File: src/hdl/bgf_pkg.sv
// shared types, constants and tables of the battery gauge filter
`default_nettype none

package bgf_pkg;

	localparam int unsigned WINDOW_DEF   = 5;
	localparam int unsigned ADC_BITS_DEF = 10;

	localparam int unsigned TABLE_POINTS = 11;
	localparam int unsigned SEG_N        = TABLE_POINTS - 1;
	localparam int unsigned SEG_W        = $clog2(TABLE_POINTS);

	localparam int unsigned MV_W    = 14;
	localparam int unsigned PCT_W   = 7;
	localparam int unsigned ST_W    = 2;
	localparam int unsigned DEB_W   = 4;
	localparam int unsigned DIVP_W  = 7;
	localparam int unsigned ADCMV_W = 12;
	localparam int unsigned PROD_W  = MV_W + SEG_W + 1;
	localparam int unsigned DIV_NW  = PROD_W + PCT_W;
	localparam int unsigned DIV_DW  = MV_W + SEG_W;

	localparam int unsigned PADDR_W = 5;
	localparam int unsigned PDATA_W = 32;

	localparam logic [ADCMV_W-1:0] ADC_FULL_MV = 12'd3600;
	localparam logic [MV_W-1:0]    VOLT_CAP    = 14'd9000;
	localparam logic [PCT_W-1:0]   PCT_MAX     = 7'd100;
	localparam logic [PCT_W-1:0]   PCT_MIN     = 7'd0;

	localparam logic [DIVP_W-1:0] DIVIDER_RST  = 7'd40;
	localparam logic [MV_W-1:0]   MIN_MV_RST   = 14'd3500;
	localparam logic [MV_W-1:0]   MAX_MV_RST   = 14'd4350;
	localparam logic [MV_W-1:0]   PRESENT_RST  = 14'd2000;
	localparam logic [PCT_W-1:0]  DONE_PCT_RST = 7'd98;
	localparam logic [DEB_W-1:0]  DEBOUNCE_RST = 4'd3;

	localparam logic [2:0] REG_DIVIDER  = 3'd0;
	localparam logic [2:0] REG_MIN_MV   = 3'd1;
	localparam logic [2:0] REG_MAX_MV   = 3'd2;
	localparam logic [2:0] REG_PRESENT  = 3'd3;
	localparam logic [2:0] REG_DONE_PCT = 3'd4;
	localparam logic [2:0] REG_DEBOUNCE = 3'd5;

	localparam logic [ST_W-1:0] ST_NO_BATT   = 2'd0;
	localparam logic [ST_W-1:0] ST_NOT_CONN  = 2'd1;
	localparam logic [ST_W-1:0] ST_CHARGING  = 2'd2;
	localparam logic [ST_W-1:0] ST_CHG_DONE  = 2'd3;

	localparam logic [MV_W-1:0] TBL_DIS [TABLE_POINTS] = '{
		14'd3300, 14'd3783, 14'd3843, 14'd3870, 14'd3885, 14'd3919,
		14'd3973, 14'd4024, 14'd4085, 14'd4179, 14'd4199
	};
	localparam logic [MV_W-1:0] TBL_CHG [TABLE_POINTS] = '{
		14'd3700, 14'd4000, 14'd4040, 14'd4070, 14'd4090, 14'd4110,
		14'd4125, 14'd4138, 14'd4145, 14'd4185, 14'd4210
	};

	typedef struct packed {
		logic [DIVP_W-1:0] divider_pct;
		logic [MV_W-1:0]   min_mv;
		logic [MV_W-1:0]   max_mv;
		logic [MV_W-1:0]   present_mv;
		logic [PCT_W-1:0]  done_pct;
		logic [DEB_W-1:0]  debounce_limit;
	} bgf_cfg_t;

	// packed so that filtered_mv lands in the lowest bits
	typedef struct packed {
		logic              shutdown_request;
		logic [ST_W-1:0]   status;
		logic [PCT_W-1:0]  level_pct;
		logic [MV_W-1:0]   filtered_mv;
	} bgf_res_t;

	typedef struct packed {
		logic ld_in;
		logic calc_mv;
		logic calc_num;
		logic div_start;
		logic take_vb;
		logic hist_upd;
		logic sum_acc;
		logic avg_ld;
		logic take_avg;
		logic lk_init;
		logic lk_step;
		logic lk_mul;
		logic lk_prep;
		logic take_pct;
		logic set_pct0;
		logic set_pct100;
		logic set_pct_seg;
		logic lk_next;
		logic out_load;
	} bgf_cmd_t;

	typedef struct packed {
		logic plug_change;
		logic sum_last;
		logic div_done;
		logic lk_low;
		logic lk_high;
		logic lk_hit;
		logic lk_flat;
		logic lk_last;
		logic pass;
	} bgf_sts_t;

	function automatic logic [MV_W-1:0] tbl_point(input logic chg, input logic [SEG_W-1:0] idx);
		logic [SEG_W-1:0] i;
		i = (idx > SEG_W'(SEG_N)) ? SEG_W'(SEG_N) : idx;
		return chg ? TBL_CHG[i] : TBL_DIS[i];
	endfunction

	// base percentage of a segment, a small constant table
	function automatic logic [PCT_W-1:0] seg_pct(input logic [SEG_W-1:0] idx);
		logic [PCT_W-1:0] p;
		p = '0;
		for (int k = 0; k <= SEG_N; k++) begin
			if (idx == SEG_W'(k)) begin
				p = PCT_W'((k * 100) / SEG_N);
			end
		end
		return p;
	endfunction

endpackage

`default_nettype wire

File: src/hdl/battery_gauge_filter_lut_unit.sv
// battery gauge top level: register port, controller and datapath
// one sample at a time: a new sample is not accepted until the result has loaded
// next sample taken the cycle after the result loads
// up to four runs of the shared 26-bit divider, one history entry summed per cycle
// and up to ten segments searched per table lookup; a stalled output register adds its wait
// arst_n clears history, plug tracking, debounce, controller and registers to defaults
`default_nettype none

module battery_gauge_filter_lut_unit #(
	parameter int unsigned WINDOW   = bgf_pkg::WINDOW_DEF,
	parameter int unsigned ADC_BITS = bgf_pkg::ADC_BITS_DEF
) (
	input  logic                                clk,
	input  logic                                arst_n,
	input  logic                                psel,
	input  logic                                penable,
	input  logic                                pwrite,
	input  logic [bgf_pkg::PADDR_W-1:0]         paddr,
	input  logic [bgf_pkg::PDATA_W-1:0]         pwdata,
	output logic [bgf_pkg::PDATA_W-1:0]         prdata,
	output logic                                pready,
	input  logic                                s_tvalid,
	output logic                                s_tready,
	// adc_sample, ext_power
	input  logic [((ADC_BITS + 8) / 8) * 8-1:0] s_tdata,
	output logic                                m_tvalid,
	input  logic                                m_tready,
	// filtered_mv, level_pct, status, shutdown_request
	output logic [$bits(bgf_pkg::bgf_res_t)-1:0] m_tdata
);

	import bgf_pkg::*;

	bgf_cfg_t cfg_q;
	bgf_cmd_t cmd;
	bgf_sts_t sts;
	bgf_res_t res;
	logic     wr_en;
	logic [2:0] reg_idx;

	assign pready  = 1'b1;
	assign wr_en   = psel && penable && pwrite;
	assign reg_idx = paddr[4:2];

	always_ff @(posedge clk or negedge arst_n) begin
		if (!arst_n) begin
			cfg_q.divider_pct    <= DIVIDER_RST;
			cfg_q.min_mv         <= MIN_MV_RST;
			cfg_q.max_mv         <= MAX_MV_RST;
			cfg_q.present_mv     <= PRESENT_RST;
			cfg_q.done_pct       <= DONE_PCT_RST;
			cfg_q.debounce_limit <= DEBOUNCE_RST;
		end else if (wr_en) begin
			unique case (reg_idx)
				REG_DIVIDER:  cfg_q.divider_pct    <= pwdata[DIVP_W-1:0];
				REG_MIN_MV:   cfg_q.min_mv         <= pwdata[MV_W-1:0];
				REG_MAX_MV:   cfg_q.max_mv         <= pwdata[MV_W-1:0];
				REG_PRESENT:  cfg_q.present_mv     <= pwdata[MV_W-1:0];
				REG_DONE_PCT: cfg_q.done_pct       <= pwdata[PCT_W-1:0];
				REG_DEBOUNCE: cfg_q.debounce_limit <= pwdata[DEB_W-1:0];
				default: begin
				end
			endcase
		end
	end

	always_comb begin
		unique case (reg_idx)
			REG_DIVIDER:  prdata = PDATA_W'(cfg_q.divider_pct);
			REG_MIN_MV:   prdata = PDATA_W'(cfg_q.min_mv);
			REG_MAX_MV:   prdata = PDATA_W'(cfg_q.max_mv);
			REG_PRESENT:  prdata = PDATA_W'(cfg_q.present_mv);
			REG_DONE_PCT: prdata = PDATA_W'(cfg_q.done_pct);
			REG_DEBOUNCE: prdata = PDATA_W'(cfg_q.debounce_limit);
			default:      prdata = '0;
		endcase
	end

	bgf_ctrl u_ctrl (
		.clk      (clk),
		.arst_n   (arst_n),
		.s_tvalid (s_tvalid),
		.s_tready (s_tready),
		.m_tvalid (m_tvalid),
		.m_tready (m_tready),
		.sts      (sts),
		.cmd      (cmd)
	);

	bgf_dp #(
		.WINDOW   (WINDOW),
		.ADC_BITS (ADC_BITS)
	) u_dp (
		.clk         (clk),
		.arst_n      (arst_n),
		.cmd         (cmd),
		.sts         (sts),
		.cfg         (cfg_q),
		.adc_sample  (s_tdata[ADC_BITS-1:0]),
		.ext_power   (s_tdata[ADC_BITS]),
		.res         (res)
	);

	assign m_tdata = res;

endmodule

`default_nettype wire

File: src/hdl/bgf_div.sv
// restoring unsigned divider, one quotient bit per cycle
`default_nettype none

module bgf_div #(
	parameter int unsigned NW = bgf_pkg::DIV_NW,
	parameter int unsigned DW = bgf_pkg::DIV_DW
) (
	input  logic          clk,
	input  logic          arst_n,
	input  logic          start,
	input  logic [NW-1:0] num,
	input  logic [DW-1:0] den,
	output logic          done,
	output logic [NW-1:0] quo
);

	localparam int unsigned CNT_W = $clog2(NW + 1);

	logic             busy_q;
	logic             done_q;
	logic [CNT_W-1:0] cnt_q;
	logic [DW-1:0]    rem_q;
	logic [NW-1:0]    quo_q;
	logic [DW-1:0]    den_q;

	logic [DW:0]      shifted;
	logic [DW+1:0]    diff;
	logic             ge;

	assign shifted = {rem_q, quo_q[NW-1]};
	assign diff    = {1'b0, shifted} - {2'b00, den_q};
	assign ge      = ~diff[DW+1];

	always_ff @(posedge clk or negedge arst_n) begin
		if (!arst_n) begin
			busy_q <= 1'b0;
			done_q <= 1'b0;
			cnt_q  <= '0;
		end else begin
			done_q <= 1'b0;
			if (start) begin
				busy_q <= 1'b1;
				cnt_q  <= CNT_W'(NW);
			end else if (busy_q) begin
				cnt_q <= cnt_q - CNT_W'(1);
				if (cnt_q == CNT_W'(1)) begin
					busy_q <= 1'b0;
					done_q <= 1'b1;
				end
			end
		end
	end

	always_ff @(posedge clk) begin
		if (start) begin
			rem_q <= '0;
			quo_q <= num;
			den_q <= den;
		end else if (busy_q) begin
			rem_q <= ge ? diff[DW-1:0] : shifted[DW-1:0];
			quo_q <= {quo_q[NW-2:0], ge};
		end
	end

	assign done = done_q;
	assign quo  = quo_q;

endmodule

`default_nettype wire

File: src/hdl/bgf_dp.sv
// datapath: scaling, moving average, table interpolation and status
`default_nettype none

module bgf_dp #(
	parameter int unsigned WINDOW   = bgf_pkg::WINDOW_DEF,
	parameter int unsigned ADC_BITS = bgf_pkg::ADC_BITS_DEF
) (
	input  logic                clk,
	input  logic                arst_n,
	input  bgf_pkg::bgf_cmd_t   cmd,
	output bgf_pkg::bgf_sts_t   sts,
	input  bgf_pkg::bgf_cfg_t   cfg,
	input  logic [ADC_BITS-1:0] adc_sample,
	input  logic                ext_power,
	output bgf_pkg::bgf_res_t   res
);

	import bgf_pkg::*;

	localparam int unsigned IW    = (WINDOW > 1) ? $clog2(WINDOW) : 1;
	localparam int unsigned CW    = $clog2(WINDOW + 1);
	localparam int unsigned SW    = MV_W + $clog2(WINDOW + 1);
	localparam int unsigned MVP_W = ADC_BITS + ADCMV_W;

	logic [ADC_BITS-1:0] raw_q;
	logic                plug_q;
	logic [ADCMV_W-1:0]  mv_q;
	logic [DIV_NW-1:0]   num_q;
	logic [DIV_DW-1:0]   den_q;
	logic [MV_W-1:0]     vb_q;
	logic [MV_W-1:0]     hist_q [WINDOW];
	logic [IW-1:0]       wr_q;
	logic                full_q;
	logic                last_q;
	logic [IW-1:0]       k_q;
	logic [CW-1:0]       cnt_q;
	logic [SW-1:0]       sum_q;
	logic [MV_W-1:0]     filt_q;
	logic                shut_q;
	logic                pass_q;
	logic [MV_W-1:0]     v_q;
	logic [SEG_W-1:0]    seg_q;
	logic [PROD_W-1:0]   prod_q;
	logic [MV_W-1:0]     span_q;
	logic [PCT_W-1:0]    pct_q;
	logic [PCT_W-1:0]    level_q;
	logic [DEB_W-1:0]    deb_q;
	bgf_res_t            res_q;

	logic [MVP_W-1:0]    mvp;
	logic [DIVP_W-1:0]   div_eff;
	logic                div_done;
	logic [DIV_NW-1:0]   quo;
	logic [IW-1:0]       wr_nx;
	logic                full_nx;
	logic [CW-1:0]       cnt_nx;
	logic [MV_W-1:0]     clamp_v;
	logic                tsel;
	logic [MV_W-1:0]     t_lo;
	logic [MV_W-1:0]     t_hi;
	logic [MV_W-1:0]     t_first;
	logic [MV_W-1:0]     t_last;
	logic [ST_W-1:0]     st_nx;
	logic [DEB_W-1:0]    deb_nx;

	bgf_div #(
		.NW (DIV_NW),
		.DW (DIV_DW)
	) u_div (
		.clk    (clk),
		.arst_n (arst_n),
		.start  (cmd.div_start),
		.num    (num_q),
		.den    (den_q),
		.done   (div_done),
		.quo    (quo)
	);

	assign mvp     = MVP_W'(raw_q) * MVP_W'(ADC_FULL_MV);
	assign div_eff = (cfg.divider_pct == '0) ? DIVP_W'(1) : cfg.divider_pct;

	assign wr_nx   = (wr_q == IW'(WINDOW - 1)) ? '0 : wr_q + IW'(1);
	assign full_nx = full_q | (wr_nx == '0);
	assign cnt_nx  = full_nx ? CW'(WINDOW) : CW'(wr_nx);

	always_comb begin
		if (filt_q < cfg.min_mv) begin
			clamp_v = cfg.min_mv;
		end else if (filt_q > cfg.max_mv) begin
			clamp_v = cfg.max_mv;
		end else begin
			clamp_v = filt_q;
		end
	end

	// first pass reads the level table, second the status table
	assign tsel    = plug_q ^ pass_q;
	assign t_lo    = tbl_point(tsel, seg_q);
	assign t_hi    = tbl_point(tsel, seg_q + SEG_W'(1));
	assign t_first = tbl_point(tsel, '0);
	assign t_last  = tbl_point(tsel, SEG_W'(SEG_N));

	always_comb begin
		st_nx  = ST_NOT_CONN;
		deb_nx = deb_q;
		if (filt_q < cfg.present_mv) begin
			st_nx  = ST_NO_BATT;
			deb_nx = '0;
		end else begin
			if (plug_q) begin
				if (deb_q < cfg.debounce_limit) begin
					deb_nx = deb_q + DEB_W'(1);
				end else begin
					st_nx = ST_CHARGING;
				end
			end else begin
				deb_nx = '0;
			end
			if (pct_q >= cfg.done_pct) begin
				st_nx = ST_CHG_DONE;
			end
		end
	end

	always_ff @(posedge clk or negedge arst_n) begin
		if (!arst_n) begin
			for (int i = 0; i < WINDOW; i++) begin
				hist_q[i] <= '0;
			end
			wr_q   <= '0;
			full_q <= 1'b0;
			last_q <= 1'b0;
			deb_q  <= '0;
			pass_q <= 1'b0;
		end else begin
			if (cmd.hist_upd) begin
				if (plug_q != last_q) begin
					for (int i = 0; i < WINDOW; i++) begin
						hist_q[i] <= vb_q;
					end
					wr_q   <= '0;
					full_q <= 1'b1;
					last_q <= plug_q;
				end else begin
					hist_q[wr_q] <= vb_q;
					wr_q         <= wr_nx;
					full_q       <= full_nx;
				end
			end
			if (cmd.ld_in) begin
				pass_q <= 1'b0;
			end else if (cmd.lk_next) begin
				pass_q <= 1'b1;
			end
			if (cmd.out_load) begin
				deb_q <= deb_nx;
			end
		end
	end

	always_ff @(posedge clk) begin
		if (cmd.ld_in) begin
			raw_q  <= adc_sample;
			plug_q <= ext_power;
		end
		if (cmd.calc_mv) begin
			mv_q <= mvp[MVP_W-1:ADC_BITS];
		end
		if (cmd.calc_num) begin
			num_q <= DIV_NW'(mv_q) * DIV_NW'(PCT_MAX);
			den_q <= DIV_DW'(div_eff);
		end else if (cmd.avg_ld) begin
			num_q <= DIV_NW'(sum_q);
			den_q <= DIV_DW'(cnt_q);
		end else if (cmd.lk_prep) begin
			num_q <= DIV_NW'(prod_q) * DIV_NW'(PCT_MAX);
			den_q <= DIV_DW'(span_q) * DIV_DW'(SEG_N);
		end
		if (cmd.take_vb) begin
			vb_q <= (quo > DIV_NW'(VOLT_CAP)) ? VOLT_CAP : quo[MV_W-1:0];
		end
		if (cmd.hist_upd) begin
			sum_q <= '0;
			k_q   <= '0;
			cnt_q <= cnt_nx;
			if (plug_q != last_q) begin
				filt_q <= vb_q;
			end
		end else if (cmd.sum_acc) begin
			sum_q <= sum_q + SW'(hist_q[k_q]);
			k_q   <= k_q + IW'(1);
		end
		if (cmd.take_avg) begin
			filt_q <= quo[MV_W-1:0];
		end
		if (cmd.lk_init) begin
			seg_q <= '0;
			if (pass_q) begin
				v_q <= filt_q;
			end else begin
				v_q    <= clamp_v;
				shut_q <= (filt_q < cfg.min_mv) && !plug_q;
			end
		end else if (cmd.lk_step) begin
			seg_q <= seg_q + SEG_W'(1);
		end
		if (cmd.lk_mul) begin
			span_q <= t_hi - t_lo;
			prod_q <= PROD_W'(seg_q) * PROD_W'(t_hi - t_lo) + PROD_W'(v_q - t_lo);
		end
		if (cmd.take_pct) begin
			pct_q <= quo[PCT_W-1:0];
		end else if (cmd.set_pct0) begin
			pct_q <= PCT_MIN;
		end else if (cmd.set_pct100) begin
			pct_q <= PCT_MAX;
		end else if (cmd.set_pct_seg) begin
			pct_q <= seg_pct(seg_q);
		end
		if (cmd.lk_next) begin
			level_q <= pct_q;
		end
		if (cmd.out_load) begin
			res_q.filtered_mv      <= filt_q;
			res_q.level_pct        <= level_q;
			res_q.status           <= st_nx;
			res_q.shutdown_request <= shut_q;
		end
	end

	assign sts.plug_change = plug_q != last_q;
	assign sts.sum_last    = (CW'(k_q) + CW'(1)) == cnt_q;
	assign sts.div_done    = div_done;
	assign sts.lk_low      = v_q <= t_first;
	assign sts.lk_high     = v_q >= t_last;
	assign sts.lk_hit      = (v_q >= t_lo) && (v_q <= t_hi);
	assign sts.lk_flat     = t_hi == t_lo;
	assign sts.lk_last     = seg_q == SEG_W'(SEG_N - 1);
	assign sts.pass        = pass_q;

	assign res = res_q;

endmodule

`default_nettype wire

File: src/hdl/bgf_ctrl.sv
// controller: sequences one sample through the datapath
`default_nettype none

module bgf_ctrl (
	input  logic              clk,
	input  logic              arst_n,
	input  logic              s_tvalid,
	output logic              s_tready,
	output logic              m_tvalid,
	input  logic              m_tready,
	input  bgf_pkg::bgf_sts_t sts,
	output bgf_pkg::bgf_cmd_t cmd
);

	import bgf_pkg::*;

	localparam logic [4:0] S_IDLE      = 5'd0;
	localparam logic [4:0] S_MV        = 5'd1;
	localparam logic [4:0] S_NUM       = 5'd2;
	localparam logic [4:0] S_DVB_GO    = 5'd3;
	localparam logic [4:0] S_DVB_WAIT  = 5'd4;
	localparam logic [4:0] S_HIST      = 5'd5;
	localparam logic [4:0] S_SUM       = 5'd6;
	localparam logic [4:0] S_AVG_LD    = 5'd7;
	localparam logic [4:0] S_DAVG_GO   = 5'd8;
	localparam logic [4:0] S_DAVG_WAIT = 5'd9;
	localparam logic [4:0] S_LK_INIT   = 5'd10;
	localparam logic [4:0] S_LK_EDGE   = 5'd11;
	localparam logic [4:0] S_LK_SRCH   = 5'd12;
	localparam logic [4:0] S_LK_MUL    = 5'd13;
	localparam logic [4:0] S_LK_PREP   = 5'd14;
	localparam logic [4:0] S_DLK_GO    = 5'd15;
	localparam logic [4:0] S_DLK_WAIT  = 5'd16;
	localparam logic [4:0] S_LK_END    = 5'd17;
	localparam logic [4:0] S_OUT       = 5'd18;

	logic [4:0] state_q;
	logic [4:0] state_nx;
	logic       out_vld_q;
	logic       out_free;

	assign out_free = !out_vld_q || m_tready;

	always_comb begin
		state_nx = state_q;
		cmd      = '0;
		unique case (state_q)
			S_IDLE: begin
				if (s_tvalid) begin
					cmd.ld_in = 1'b1;
					state_nx  = S_MV;
				end
			end
			S_MV: begin
				cmd.calc_mv = 1'b1;
				state_nx    = S_NUM;
			end
			S_NUM: begin
				cmd.calc_num = 1'b1;
				state_nx     = S_DVB_GO;
			end
			S_DVB_GO: begin
				cmd.div_start = 1'b1;
				state_nx      = S_DVB_WAIT;
			end
			S_DVB_WAIT: begin
				if (sts.div_done) begin
					cmd.take_vb = 1'b1;
					state_nx    = S_HIST;
				end
			end
			S_HIST: begin
				cmd.hist_upd = 1'b1;
				state_nx     = sts.plug_change ? S_LK_INIT : S_SUM;
			end
			S_SUM: begin
				cmd.sum_acc = 1'b1;
				if (sts.sum_last) begin
					state_nx = S_AVG_LD;
				end
			end
			S_AVG_LD: begin
				cmd.avg_ld = 1'b1;
				state_nx   = S_DAVG_GO;
			end
			S_DAVG_GO: begin
				cmd.div_start = 1'b1;
				state_nx      = S_DAVG_WAIT;
			end
			S_DAVG_WAIT: begin
				if (sts.div_done) begin
					cmd.take_avg = 1'b1;
					state_nx     = S_LK_INIT;
				end
			end
			S_LK_INIT: begin
				cmd.lk_init = 1'b1;
				state_nx    = S_LK_EDGE;
			end
			S_LK_EDGE: begin
				if (sts.lk_low) begin
					cmd.set_pct0 = 1'b1;
					state_nx     = S_LK_END;
				end else if (sts.lk_high) begin
					cmd.set_pct100 = 1'b1;
					state_nx       = S_LK_END;
				end else begin
					state_nx = S_LK_SRCH;
				end
			end
			S_LK_SRCH: begin
				if (sts.lk_hit) begin
					if (sts.lk_flat) begin
						cmd.set_pct_seg = 1'b1;
						state_nx        = S_LK_END;
					end else begin
						state_nx = S_LK_MUL;
					end
				end else if (sts.lk_last) begin
					cmd.set_pct100 = 1'b1;
					state_nx       = S_LK_END;
				end else begin
					cmd.lk_step = 1'b1;
				end
			end
			S_LK_MUL: begin
				cmd.lk_mul = 1'b1;
				state_nx   = S_LK_PREP;
			end
			S_LK_PREP: begin
				cmd.lk_prep = 1'b1;
				state_nx    = S_DLK_GO;
			end
			S_DLK_GO: begin
				cmd.div_start = 1'b1;
				state_nx      = S_DLK_WAIT;
			end
			S_DLK_WAIT: begin
				if (sts.div_done) begin
					cmd.take_pct = 1'b1;
					state_nx     = S_LK_END;
				end
			end
			S_LK_END: begin
				if (sts.pass) begin
					state_nx = S_OUT;
				end else begin
					cmd.lk_next = 1'b1;
					state_nx    = S_LK_INIT;
				end
			end
			S_OUT: begin
				if (out_free) begin
					cmd.out_load = 1'b1;
					state_nx     = S_IDLE;
				end
			end
			default: begin
				state_nx = S_IDLE;
			end
		endcase
	end

	always_ff @(posedge clk or negedge arst_n) begin
		if (!arst_n) begin
			state_q   <= S_IDLE;
			out_vld_q <= 1'b0;
		end else begin
			state_q <= state_nx;
			if (cmd.out_load) begin
				out_vld_q <= 1'b1;
			end else if (m_tready) begin
				out_vld_q <= 1'b0;
			end
		end
	end

	assign s_tready = state_q == S_IDLE;
	assign m_tvalid = out_vld_q;

endmodule

`default_nettype wire
File: config.mk
export PLATFORM = sky130hd
export DESIGN_NAME = battery_gauge_filter_lut_unit
export DESIGN_NICKNAME = d
export VERILOG_FILES = /design/src/hdl/bgf_pkg.sv /design/src/hdl/battery_gauge_filter_lut_unit.sv /design/src/hdl/bgf_div.sv /design/src/hdl/bgf_dp.sv /design/src/hdl/bgf_ctrl.sv
export SDC_FILE = /design/constraint.sdc
export NUM_CORES = 1
export LEC_CHECK = 0
export BUFFER_PORTS_ARGS = -buffer_cell sky130_fd_sc_hd__buf_2
export CORE_MARGIN = 2
export CORE_UTILIZATION = 45
export DETAILED_ROUTE_END_ITERATION = 10
export GPL_ROUTABILITY_DRIVEN = 0
export SLEW_MARGIN = 10
export SYNTH_ARGS = -nofsm -noshare
export SYNTH_HDL_FRONTEND = slang
export SYNTH_HIERARCHICAL = 1
export SYNTH_SLANG_ARGS = --single-unit
export TNS_END_PERCENT = 50
File: constraint.sdc
create_clock -name clk -period 9 [get_ports clk]
set_clock_uncertainty 0.15 [all_clocks]
set_input_delay 0 -clock clk [delete_from_list [all_inputs] [get_ports clk]]
set_output_delay 0 -clock clk [all_outputs]
set_load 0.03 [all_outputs]
==> run metrics, run 1 <==
DP HPWL=58900 um; setup violators final=0; first-pass GRT wire length=124000 um; Syn Inst Count=3043; status=completed; vias in the first global route=22900; global route overflow=0; Crit path required time=9180 ps; Routed WL per cell=19.0 um; most frequent CP cell=fa_1; ys flop type=edfxtp_1; TritonCTS Buffers=49; cell area after layout=0.0346 mm2; list of most frequent post-synthesis cells=inv_1, ha_1, edfxtp_1, nand2_1, nor2_1; initial antenna violation count=1; largest cells by area after synthesis=edfxtp_1, ha_1, dfrtp_1; Worst Hold Slack=35.9 ps; sequential element share of the synthesized area=0.364; Worst-Margin Slew=1130 ps; Setup TNS=0 ps; DR DRC count=0; Clock Sinks=423; hold path cells=3; CTS tree=built; Vias per Instance=5.60; family with the most delay on the worst path=adder cells; Final Max Tran Viols=0; leading area contributor after synthesis=edfxtp_1; Synthesis Warnings=6; Critical Path AT=8530 ps; WHS Endpoint=u_ctrl/m_tvalid; Rows=96; number of synthesized flops with an enable pin=208; post-synth top area share=0.200; CP Buf/Inv Count=5; Seq cells post-synth=423; RSZ-0062 raised after global routing=false; Critical Path Max Stage Delay=540 ps; CP Max Fanout=21; kind of critical path=reg2reg; FILL cells=6083; clock transition at the registers of the reported paths=60 ps; post-layout min period=8350 ps; Starting DRT DRC Count=1488; slowest CP cell=fa_1; count leader, synth=inv_1; Post-synth ARST share=0.362; HP Class=in2reg; Synth Cell Area=0.0312 mm2; max-cap viol count=0; fraction of layout cells with a size suffix above 1=0.140; Worst-Skew Late Latency=620 ps; DP Area=0.0324 mm2; HP Start=m_tready; Mean Syn Cell Area=10.2 um2; number of buffers added on ports=74; Tcrit/Tclk final=0.928; core area=0.0686 mm2; Area growth syn-to-layout=11.1%; GRT Total Usage=0.218; die area=0.0714 mm2; Die Width=267 um; Setup crit start kind=flip-flop; worst r2r src=u_dp/seg_q[0]; IO Pins=119; Reg2Reg Depth=33; Final Hold Fails=0; DR pass1 iterations=6; clock root buffer master=clkbuf_16; Die Ht=267 um; # H-tree levels=2; largest net degree at the start of global routing=83; FMAX=120 MHz; final wirelength=78200 um; final net count=3636; clock buffer depth=3; Rel. slew slack=0.243; Setup crit end kind=flip-flop; vias after detailed routing=23000; Initial Util=0.455; FF-to-FF End=u_dp/prod_q[18]; R2R setup slack=650 ps; Routed Antenna Nets=0; Netlist cell types=118
## worst min-delay path: cells and delay by family
| family | cells | cell delay [ps] |
|---|---|---|
| buffers and inverters | 2 | 690 |
| AO/OA/AOI/OAI | 1 | 60 |
## registers in the layout, indices dropped and copies added (netlist names), 12 cells and up
| name | cells |
|---|---|
| u_dp/filt_q | 14 |
| cfg_q | 60 |
| u_dp/sum_q | 17 |
| u_dp/u_div/quo | 26 |
| u_dp/v_q | 14 |
| u_dp/u_div/den_q | 18 |
| u_dp/mv_q | 12 |
| u_dp/hist_q | 70 |
| u_dp/res | 24 |
| u_dp/vb_q | 14 |
| u_dp/prod_q | 19 |
| u_dp/u_div/rem_q | 18 |
| u_dp/den_q | 18 |
| u_dp/span_q | 14 |
| u_dp/num_q | 26 |
## final cells by class
cell class              instances  area [um2]  share of cell area
clock inverters                30         333             0.00961
inverters                     374        1400              0.0405
flip-flops and latches        423       11400               0.328
well taps                     931        1160              0.0336
repair buffers                155        1130              0.0326
clock buffers                  62        1370              0.0395
multi-input cells            2135       17900               0.516
diodes                          1        2.50           0.0000723
## cells by family after synthesis
kind of cell / Yosys count / synth area share
buffers and inverters: 502 / 0.0672
and+or+nand+nor: 706 / 0.115
xor gates and xnor gates: 108 / 0.0303
adders and majority gates: 438 / 0.196
DFF: 423 / 0.364
muxes: 239 / 0.0907
other: 2 / 0.000241
AOI/OAI and AO/OA: 625 / 0.136
## layout by cell type, fill, tap and decap left out, types with 15 or more instances in the layout
| cell type | Yosys | layout |
|---|---|---|
| inv_1 | 361 | 361 |
| ha_1 | 355 | 354 |
| edfxtp_1 | 208 | 208 |
| nand2_1 | 181 | 181 |
| nor2_1 | 169 | 167 |
| a21oi_1 | 140 | 139 |
| mux2_2 | 129 | 129 |
| dfrtp_1 | 125 | 125 |
| o21ai_0 | 88 | 88 |
| fa_1 | 83 | 83 |
| buf_2 | 18 | 73 |
| xnor2_1 | 66 | 66 |
| a21o_1 | 63 | 63 |
| dfxtp_1 | 62 | 61 |
| nor3_1 | 65 | 60 |
| clkbuf_16 | 0 | 51 |
| mux2_1 | 51 | 51 |
| dlygate4sd3_1 | 0 | 50 |
| nand3_1 | 50 | 50 |
| o21ai_1 | 53 | 49 |
| xor2_1 | 42 | 41 |
| and2_1 | 40 | 40 |
| mux2i_1 | 38 | 38 |
| nand2b_1 | 36 | 36 |
| a211oi_1 | 32 | 32 |
| buf_4 | 25 | 30 |
| dfstp_2 | 28 | 28 |
| nor2b_1 | 24 | 23 |
| nand4_1 | 23 | 23 |
| a31oi_1 | 22 | 22 |
| conb_1 | 2 | 19 |
| o211ai_1 | 18 | 18 |
| o21a_1 | 17 | 17 |
| nor4_1 | 16 | 16 |
| o21bai_1 | 16 | 16 |
| and3_1 | 15 | 15 |
## stage by stage
step                 util  cells  setup WS, ps
global placement    0.472   3967           690
finish              0.505   4111           646
floorplan               -   3060          1640
detailed placement  0.472   3967           468
CTS                 0.505   4110           434
global route        0.505   4110           118
## how the worst max path moves through the flow
stage,depth (start not counted),to,start
final,33,u_dp/prod_q[18],u_dp/seg_q[0]
after global placement,32,u_dp/prod_q[18],u_dp/seg_q[2]
after detailed placement,32,u_dp/prod_q[18],u_dp/seg_q[2]
after global routing,33,u_dp/prod_q[18],u_dp/seg_q[0]
after floorplan,30,u_dp/prod_q[18],u_dp/seg_q[0]
after CTS,32,u_dp/prod_q[18],u_dp/seg_q[2]
## per-layer routing
layer	vias to the layer above	part of all wire	global-route usage
met5	-	0	0
met4	0	0.028	0.0648
met3	120	0.048	0.0243
met2	557	0.47	0.362
met1	11300	0.45	0.300
li1	11100	-	-
## repair_timing
| action | 4_1_cts | 5_1_grt |
|---|---|---|
| buffers inserted | 0 | 0 |
| hold buffers | 51 | 0 |
| resized for setup | 0 | 2 |
| hold endpoints to repair | 186 | 0 |
| setup endpoints to repair | 0 | 1 |
Power of run 1 is not shown: default switching activity piles up to over one toggle a cycle in this logic, so the estimate is an artifact.
==> run 2, diff against run 1 <==
--- a/config.mk
+++ b/config.mk
@@ -10,6 +10,8 @@
 export CORE_UTILIZATION = 45
 export DETAILED_ROUTE_END_ITERATION = 10
 export GPL_ROUTABILITY_DRIVEN = 0
+export RECOVER_POWER = 100
+export SKIP_CTS_REPAIR_TIMING = 1
 export SLEW_MARGIN = 10
 export SYNTH_ARGS = -nofsm -noshare
 export SYNTH_HDL_FRONTEND = slang
==> run 2 against run 1 <==
Net effect:
- the run now ends with max-capacitance violations, max-slew violations left
- global-route usage is 0.22 points lower
- sequential cell count stayed put
- fmax is 0.32% lower
- final cell count is 0.17% lower
- register-to-register slack worse by 30 ps
- utilization is 0.54 points lower
- first-iteration DRC count is 4.9% higher
- largest cell class unchanged
- highest routed layer unchanged
==> run metrics, run 2 (same netlist as run 1, synthesis figures left out) <==
status=complete, but fails checks; failing checks=max-capacitance violations, max-slew violations; final net count=3630 (-0.17%); Clock Sinks=423 (unchanged); vias after detailed routing=23000 (-0.052%); Setup crit end kind=flip-flop; clock buffer depth=3 (unchanged); setup violators final=0 (unchanged); register area=0.0114 mm2 (unchanged); FILL cells=6138 (+0.90%); first-pass GRT wire length=122000 um (-1.0%); Initial Util=0.455 (unchanged); CP Buf/Inv Count=5 (unchanged); Rows=96 (unchanged); die area=0.0714 mm2 (unchanged); max-cap viol count=17 (+17); Die Ht=267 um (unchanged); fraction of layout cells with a size suffix above 1=0.111 (-0.0294); Area growth syn-to-layout=9.89%; number of flip-flops in the largest register=70 (unchanged); Routed WL per cell=19.1 um (+0.35%); Crit path required time=9150 ps (-30 ps); most common cell after layout, fill and taps aside=inv_1; Cells after DPL=3967 (unchanged); Critical Path Max Stage Delay=600 ps (+60 ps); final cell count without fillers=4104 (-0.17%); kind of critical path=reg2reg; Critical Path AT=8530 ps (about the same); Setup TNS=0 ps (unchanged); DP HPWL=58900 um (unchanged); Setup crit start kind=flip-flop; Worst-Skew Late Latency=620 ps (about the same); TritonCTS Buffers=49 (unchanged); family with the most delay on the worst path=compound AO/OA/AOI/OAI gates; Die Width=267 um (unchanged); FMAX=119 MHz (-0.32%); slowest CP cell=fa_1; most frequent cells in the layout=inv_1, ha_1, edfxtp_1; # H-tree levels=2 (unchanged); clock transition at the registers of the reported paths=60 ps (about the same); DR DRC count=0 (unchanged); Tcrit/Tclk final=0.931 (+0.00295); Core Util, Final=0.500 (-0.00536); Starting DRT DRC Count=1561 (+4.9%); DP Area=0.0324 mm2 (unchanged); global route overflow=0 (unchanged); Inserted Diodes=0 (-1); Routed Antenna Nets=0 (unchanged); Final Max Tran Viols=524 (+524); cell area after layout=0.0343 mm2 (-1.1%); clock root buffer master=clkbuf_16; biggest regs=u_dp/hist_q: 70 flops, cfg_q: 60 flops; final wirelength=78300 um (+0.18%); Worst-Margin Slew=4400 ps (+3270 ps); IO Pins=119 (unchanged); Reg with most FFs=u_dp/hist_q; post-layout min period=8380 ps (+26.5 ps); CP Max Fanout=19 (-9.5%); most frequent CP cell=fa_1; HP Class=in2reg; Rel. slew slack=-1.93 (-2.18); Final Hold Fails=0 (unchanged); core area=0.0686 mm2 (unchanged); GRT Total Usage=0.216 (-0.00220); multi-input logic area=0.0177 mm2 (-0.97%); number of buffers added on ports=74 (unchanged); vias in the first global route=22600 (-1.3%); CTS tree=built; RSZ-0062 raised after global routing=false; DR pass1 iterations=6 (unchanged); largest net degree at the start of global routing=84 (+1.2%); initial antenna violation count=2 (+1); Vias per Instance=5.61 (+0.12%)
run 2: layout make-up:
| type | count | area share |
|---|---|---|
| Sequential cell | 423 | 0.331 |
| Tap cell | 931 | 0.0340 |
| Multi-Input combinational cell | 2135 | 0.517 |
| Clock buffer | 62 | 0.0399 |
| Inverter | 374 | 0.0410 |
| Clock inverter | 30 | 0.00971 |
| Timing Repair Buffer | 149 | 0.0274 |
run 2: final timing paths:
check | startpoint | end | slack (ps) | cells after the start
worst min register to register | u_dp/den_q[0] | u_dp/u_div/den_q[0] | 270 | 0
max in group asynchronous | arst_n | u_dp/hist_q[26] | 3880 | 4
worst max-delay path | u_dp/seg_q[1] | u_dp/prod_q[16] | 620 | 27
worst min-delay path | s_tdata[1] | u_dp/raw_q[1] | 6 | 2
min in group asynchronous | arst_n | cfg_q[54] | 2080 | 4
worst max register to register | u_dp/seg_q[1] | u_dp/prod_q[16] | 620 | 27
run 2: worst register-to-register path, delay by kind of cell, from the launching register on:
family	cells	cell delay, ps
AOI/OAI and AO/OA	12	3200
adders and majority gates	7	3160
buffers and inverters	5	630
DFF	1	430
and+or+nand+nor	3	480
run 2: per-layer routing:
metal / part of all wire / global-route usage / vias to the layer above
met1: 0.46 / 0.301 / 11300
li1: - / - / 11000
met4: 0.028 / 0.0613 / 0
met3: 0.042 / 0.0212 / 127
met5: 0 / 0 / -
met2: 0.47 / 0.358 / 556
run 2: stage by stage:
step	hold slack, ps	setup WS (ps)
after floorplan	-446	1640
after global placement	-80.1	690
after detailed placement	-52.3	468
after CTS	-692	434
after global routing	6.60	83.5
final	5.62	619
Power of run 2 is left out for the same reason.
